$ cat config.mk
export PLATFORM = sky130hd
export DESIGN_NAME = idheap_ram
export DESIGN_NICKNAME = d
export VERILOG_FILES = /design/src/rtl/idheap_ram.sv
export SDC_FILE = /design/constraint.sdc
export NUM_CORES = 1
export LEC_CHECK = 0
export ABC_CLOCK_PERIOD_IN_PS = 2200
export BUFFER_PORTS_ARGS = -buffer_cell sky130_fd_sc_hd__buf_2
export CAP_MARGIN = 10
export CORE_ASPECT_RATIO = 0.6
export CORE_MARGIN = 2
export CORE_UTILIZATION = 47
export DETAILED_ROUTE_END_ITERATION = 8
export GPL_TIMING_DRIVEN = 0
export PLACE_DENSITY = 0.64
export SLEW_MARGIN = 20
export SYNTH_ARGS = -nofsm -noshare
export SYNTH_HDL_FRONTEND = slang
export SYNTH_SLANG_ARGS = --single-unit
$ cat constraint.sdc
create_clock -name i_clk -period 2.2 [get_ports i_clk]
set_input_delay 0.66 -clock i_clk [delete_from_list [all_inputs] [get_ports i_clk]]
set_output_delay 0.66 -clock i_clk [all_outputs]
set_load 0.02 [all_outputs]
$ cat src/rtl/idheap_ram.sv
// Generic single-write, single-read RAM with registered read data.
`default_nettype none
module idheap_ram #(
    parameter int WIDTH = 8,
    parameter int DEPTH = 16
) (
    input  wire logic                     i_clk,
    input  wire logic                     i_we,
    input  wire logic [$clog2(DEPTH)-1:0] i_waddr,
    input  wire logic [WIDTH-1:0]         i_wdata,
    input  wire logic [$clog2(DEPTH)-1:0] i_raddr,
    output      logic [WIDTH-1:0]         o_rdata
);

    logic [WIDTH-1:0] r_mem [DEPTH];

    always_ff @(posedge i_clk) begin
        if (i_we) begin
            r_mem[i_waddr] <= i_wdata;
        end
        o_rdata <= r_mem[i_raddr];
    end

endmodule
`default_nettype wire

=== After elaboration in Yosys (flattened, before gate mapping) ===
Memories as Yosys holds them, arrays and structs flattened. A register that Yosys moved wholly into a read port is not among the register bits.
Index checks and enable logic that the tools add are counted.
W data, S select, Z words.

* Bits in latches: 0
* Memory bits (writable): 128
* ROM bits: 0
* Bits in registers: 0
* Bits of input ports: 18
* Memories: 1

* Multiply operators: 0
* Mux-type cells: 2
* $lt $le $gt $ge: 0
* $add $sub $neg: 0
* Bitwise operators: 0
* Shift-type cells: 0
* Reductions and logical operators: 0
* Div/mod/pow operators: 0
* Equal/unequal tests: 0

{| class="wikitable"
|+ Memories
! name !! depth !! width !! read ports !! clocked after memory_dff !! wr ports !! line !! RTL
|-
| r_mem || 16 || 8 || 1 || 1 || 1 || 15 || <nowiki>logic [WIDTH-1:0] r_mem [DEPTH];</nowiki>
|}

{| class="wikitable"
|+ Operators with widths
! cell !! number
|-
| $mux W1 || 2
|}

=== Depth between registers and ports, before layout ===
* Depth in word-level cells: 2
* Gate-level depth with buffers: 5
* Gate-level depth less buffers: 3

=== Least setup slack after synthesis ===
No wires, ideal clock.

* Path type: input -> register
* From: input i_waddr[2]
* To: memory r_mem[0][0] (enable)
* Cell stages on the path: 2
* Data arrival time: 1.770 ns
* Slack: 0.047 ns
* Required time: 1.817 ns
* Cells stage by stage: or3b_2 nor3_1

{| class="wikitable"
|+ RTL lines
! item !! line !! RTL
|-
| start, declared || 9 || <nowiki>input wire logic [$clog2(DEPTH)-1:0] i_waddr,</nowiki>
|-
| end, declared || 15 ||
|}

No word-level cell before the write port.

=== Final worst setup path ===
* From: input i_waddr[2]
* To: memory r_mem[2][2] (enable)

No word-level cell before the write port.

==> metrics <==
# DRC=0; # hold bufs at CTS=0; R2R cell count=3; Worst R2R Setup Slack=820 ps; CTS Sinks=136; most frequent cell after synthesis=edfxtp_1; drt total wl=9947 um; Ports=26; ys async rst share=0%; vias per cell=5.652; Port Buf Inserts=24; H-Tree Level Count=4; PD cells=935.2 mW/mm2; leakage=1.978 nW; Power, Total=5.554 mW; vias after detailed routing=2385; Commonest cells post-synth=128 x edfxtp_1, 18 x mux4_2, 16 x a22oi_1, 14 x mux4_1, 13 x nor2_1; TritonCTS clock tree=built; Hold Crit Depth=1; CTS Root Buffer Type=clkbuf_16; cts bufs inserted=17; core area=0.01063 mm2; clk_lat worst skew=410 ps; clk_skew=6.147 ps; max-cap violation count=0; Critical Path RT=2240 ps; EDFF count, synth=128; Hold Path Class=in -> reg; YS warnings=0; combinational power share=5.4%; setup bufs post-CTS=0; post-route clock period utilization=87.95%; fillers=785; Synth Cell Area=0.005147 mm2; dpl hpwl=6452 um; Tot GR Track Use=18.75%; status=finished clean; Slew HR=43.60%; Critical Path AT=1970 ps; Resized cells post-CTS=0; initial antenna violation count=0; Synth Area in Adders=0%; CTS max path bufs=2; DRT iter0 DRCs=200; FMAX=516.8 MHz; Initial Utilization=48.42%; Hold Startpoint=i_wdata[5]; CP max FO=8; Final Max Tran Viols=0; Die Wd=139.1 um; # rows=29; drt first pass iters=4; Reg-to-Reg End=o_rdata[2]; clock power share=42.2%; area leader, netlist=edfxtp_1; DP Worst Slack=-197.2 ps; final setup margin=265.1 ps; Compound-Gate Fraction of Synth Area=2.333%; Post-Syn Instances=229; Setup Viol. Count Final=0; routability-driven placement congestion ratio=0.7501; fin crit period=1935 ps; Area growth syn-to-layout=15.39%; vias in the first global route=2387; end point of the worst hold path=r_mem[6][5]; syn_nets=247; startpoint type of the worst setup path=primary input; wire per inst=23.57 um; slew of the pin with the lowest slew margin=842.9 ps; post-synthesis mux area share=15.02%; post-synthesis xor/xnor area fraction=0%; layout cells sized above 1=27.21%; final hold violation count=0; sequential share of the synthesized area=77.78%; RSZ-0062 raised after global routing=false; Flop pwr share=52.4%; Layout Utilization=55.87%; Layout Nets=290; internal power=4.411 mW; Critical Path End Type=flip-flop; count of state elements after synthesis=136; Remaining Overflow, GRT=0; Synth top area share=74.67%; Ant. Diodes=0; Die ar.=0.01183 mm2; Psw=1.143 mW; main combinational cell family by area after synthesis=multiplexers; Switching Fraction=20.58%; Die Y=85.06 um; Final ANT Viol Nets=0; Setup CP Type=in -> reg; Worst R2R Start=r_mem[0][2]; largest net degree at the start of global routing=17; first-pass GRT wire length=15160 um; Synth Area in Simple Gates=3.184%; Top FF cell, synth=edfxtp_1; peak supply drop=639.7 uV; synth top area cells=edfxtp_1 75%, mux4_2 7.9%, mux4_1 7.1%, dfxtp_1 3.1%, a22oi_1 2.3%; Worst-path clk slew=50 ps; Mean Syn Cell Area=22.48 um2; post-synth cell types=19
-- per-stage QoR --
| stage | std cells | hold slack (ps) | instance area, um2 | TNS [ps] |
|---|---|---|---|---|
| finish | 422 | 659.4 | 5939 | 0 |
| global route | 422 | 646.0 | 5939 | 0 |
| CTS | 422 | 646.4 | 5939 | 0 |
| detailed placement | 392 | 696.4 | 5461 | -4763 |
| global placement | 392 | 669.5 | 5441 | -11470 |
| floorplan | 229 | 629.3 | 5147 | 0 |
-- routing by layer --
metal | wire (um) | GRT usage (%) | vias up
li1 | - | - | 1060
met1 | 4644 | 29.25 | 1225
met2 | 4366 | 24.94 | 95
met3 | 902 | 5.135 | 5
met4 | 34 | 7.989 | 0
met5 | 0 | 0 | -
-- state kept, by name, indices dropped and copies added, names as in the netlist --
name / cells
r_mem: 128
o_rdata: 8
-- cells by family (layout without fill, tap and decap cells) --
logic type	count (synthesis)	after routing
and+or+nand+nor	35	35
AOI/OAI and AO/OA	16	16
muxes	32	32
buffers and inverters	10	64
DFF	136	136
-- layout make-up --
| type | instances | area (um2) | area share [%] |
|---|---|---|---|
| Timing Repair Buffer | 24 | 120.1 | 2.022 |
| Buffer | 10 | 86.33 | 1.454 |
| Clock buffer | 22 | 444.2 | 7.478 |
| Multi-Input combinational cell | 83 | 1077 | 18.14 |
| Sequential cell | 136 | 4004 | 67.41 |
| Tap cell | 139 | 173.9 | 2.928 |
| Clock inverter | 8 | 33.78 | 0.5688 |
-- placed cells by master (no fill, tap or decap) --
| cell | count |
|---|---|
| buf_2 | 27 |
| or3b_2 | 1 |
| clkinv_1 | 5 |
| buf_4 | 1 |
| dfxtp_1 | 8 |
| nor2_1 | 13 |
| clkdlybuf4s25_2 | 3 |
| nand3_1 | 1 |
| clkbuf_16 | 17 |
| a22oi_1 | 16 |
| nor3_2 | 4 |
| and2b_1 | 1 |
| nand2_1 | 9 |
| buf_6 | 3 |
| clkinv_2 | 3 |
| nor2b_1 | 1 |
| and2_1 | 1 |
| mux4_1 | 14 |
| nand3b_1 | 2 |
| clkbuf_1 | 5 |
| nand2b_1 | 2 |
| edfxtp_1 | 128 |
| mux4_2 | 18 |
-- power by group through the flow --
stage / sequential [mW] / combinational, mW / clock [mW]
finish: 2.91 / 0.299 / 2.34
global placement: 2.96 / 0.297 / 0
CTS: 2.91 / 0.304 / 2.37
global route: 2.92 / 0.323 / 2.50
floorplan: 2.98 / 0.147 / 0
detailed placement: 2.96 / 0.303 / 0
-- worst max-delay path, stage by stage --
cell and delay, ps:
buf_2 120, or3b_2 520, nor2_1 660
-- worst max-delay path by stage --
| stage | startpoint | end | slack (ps) |
|---|---|---|---|
| global route | i_waddr[2] | r_mem[3][5] | 220 |
| floorplan | i_waddr[2] | r_mem[0][0] | 50 |
| CTS | i_waddr[2] | r_mem[3][5] | 240 |
| detailed placement | i_waddr[2] | r_mem[3][1] | -200 |
| finish | i_waddr[2] | r_mem[2][2] | 270 |
| global placement | i_waddr[2] | r_mem[0][7] | -480 |
Power figures use the tool's default switching activity.
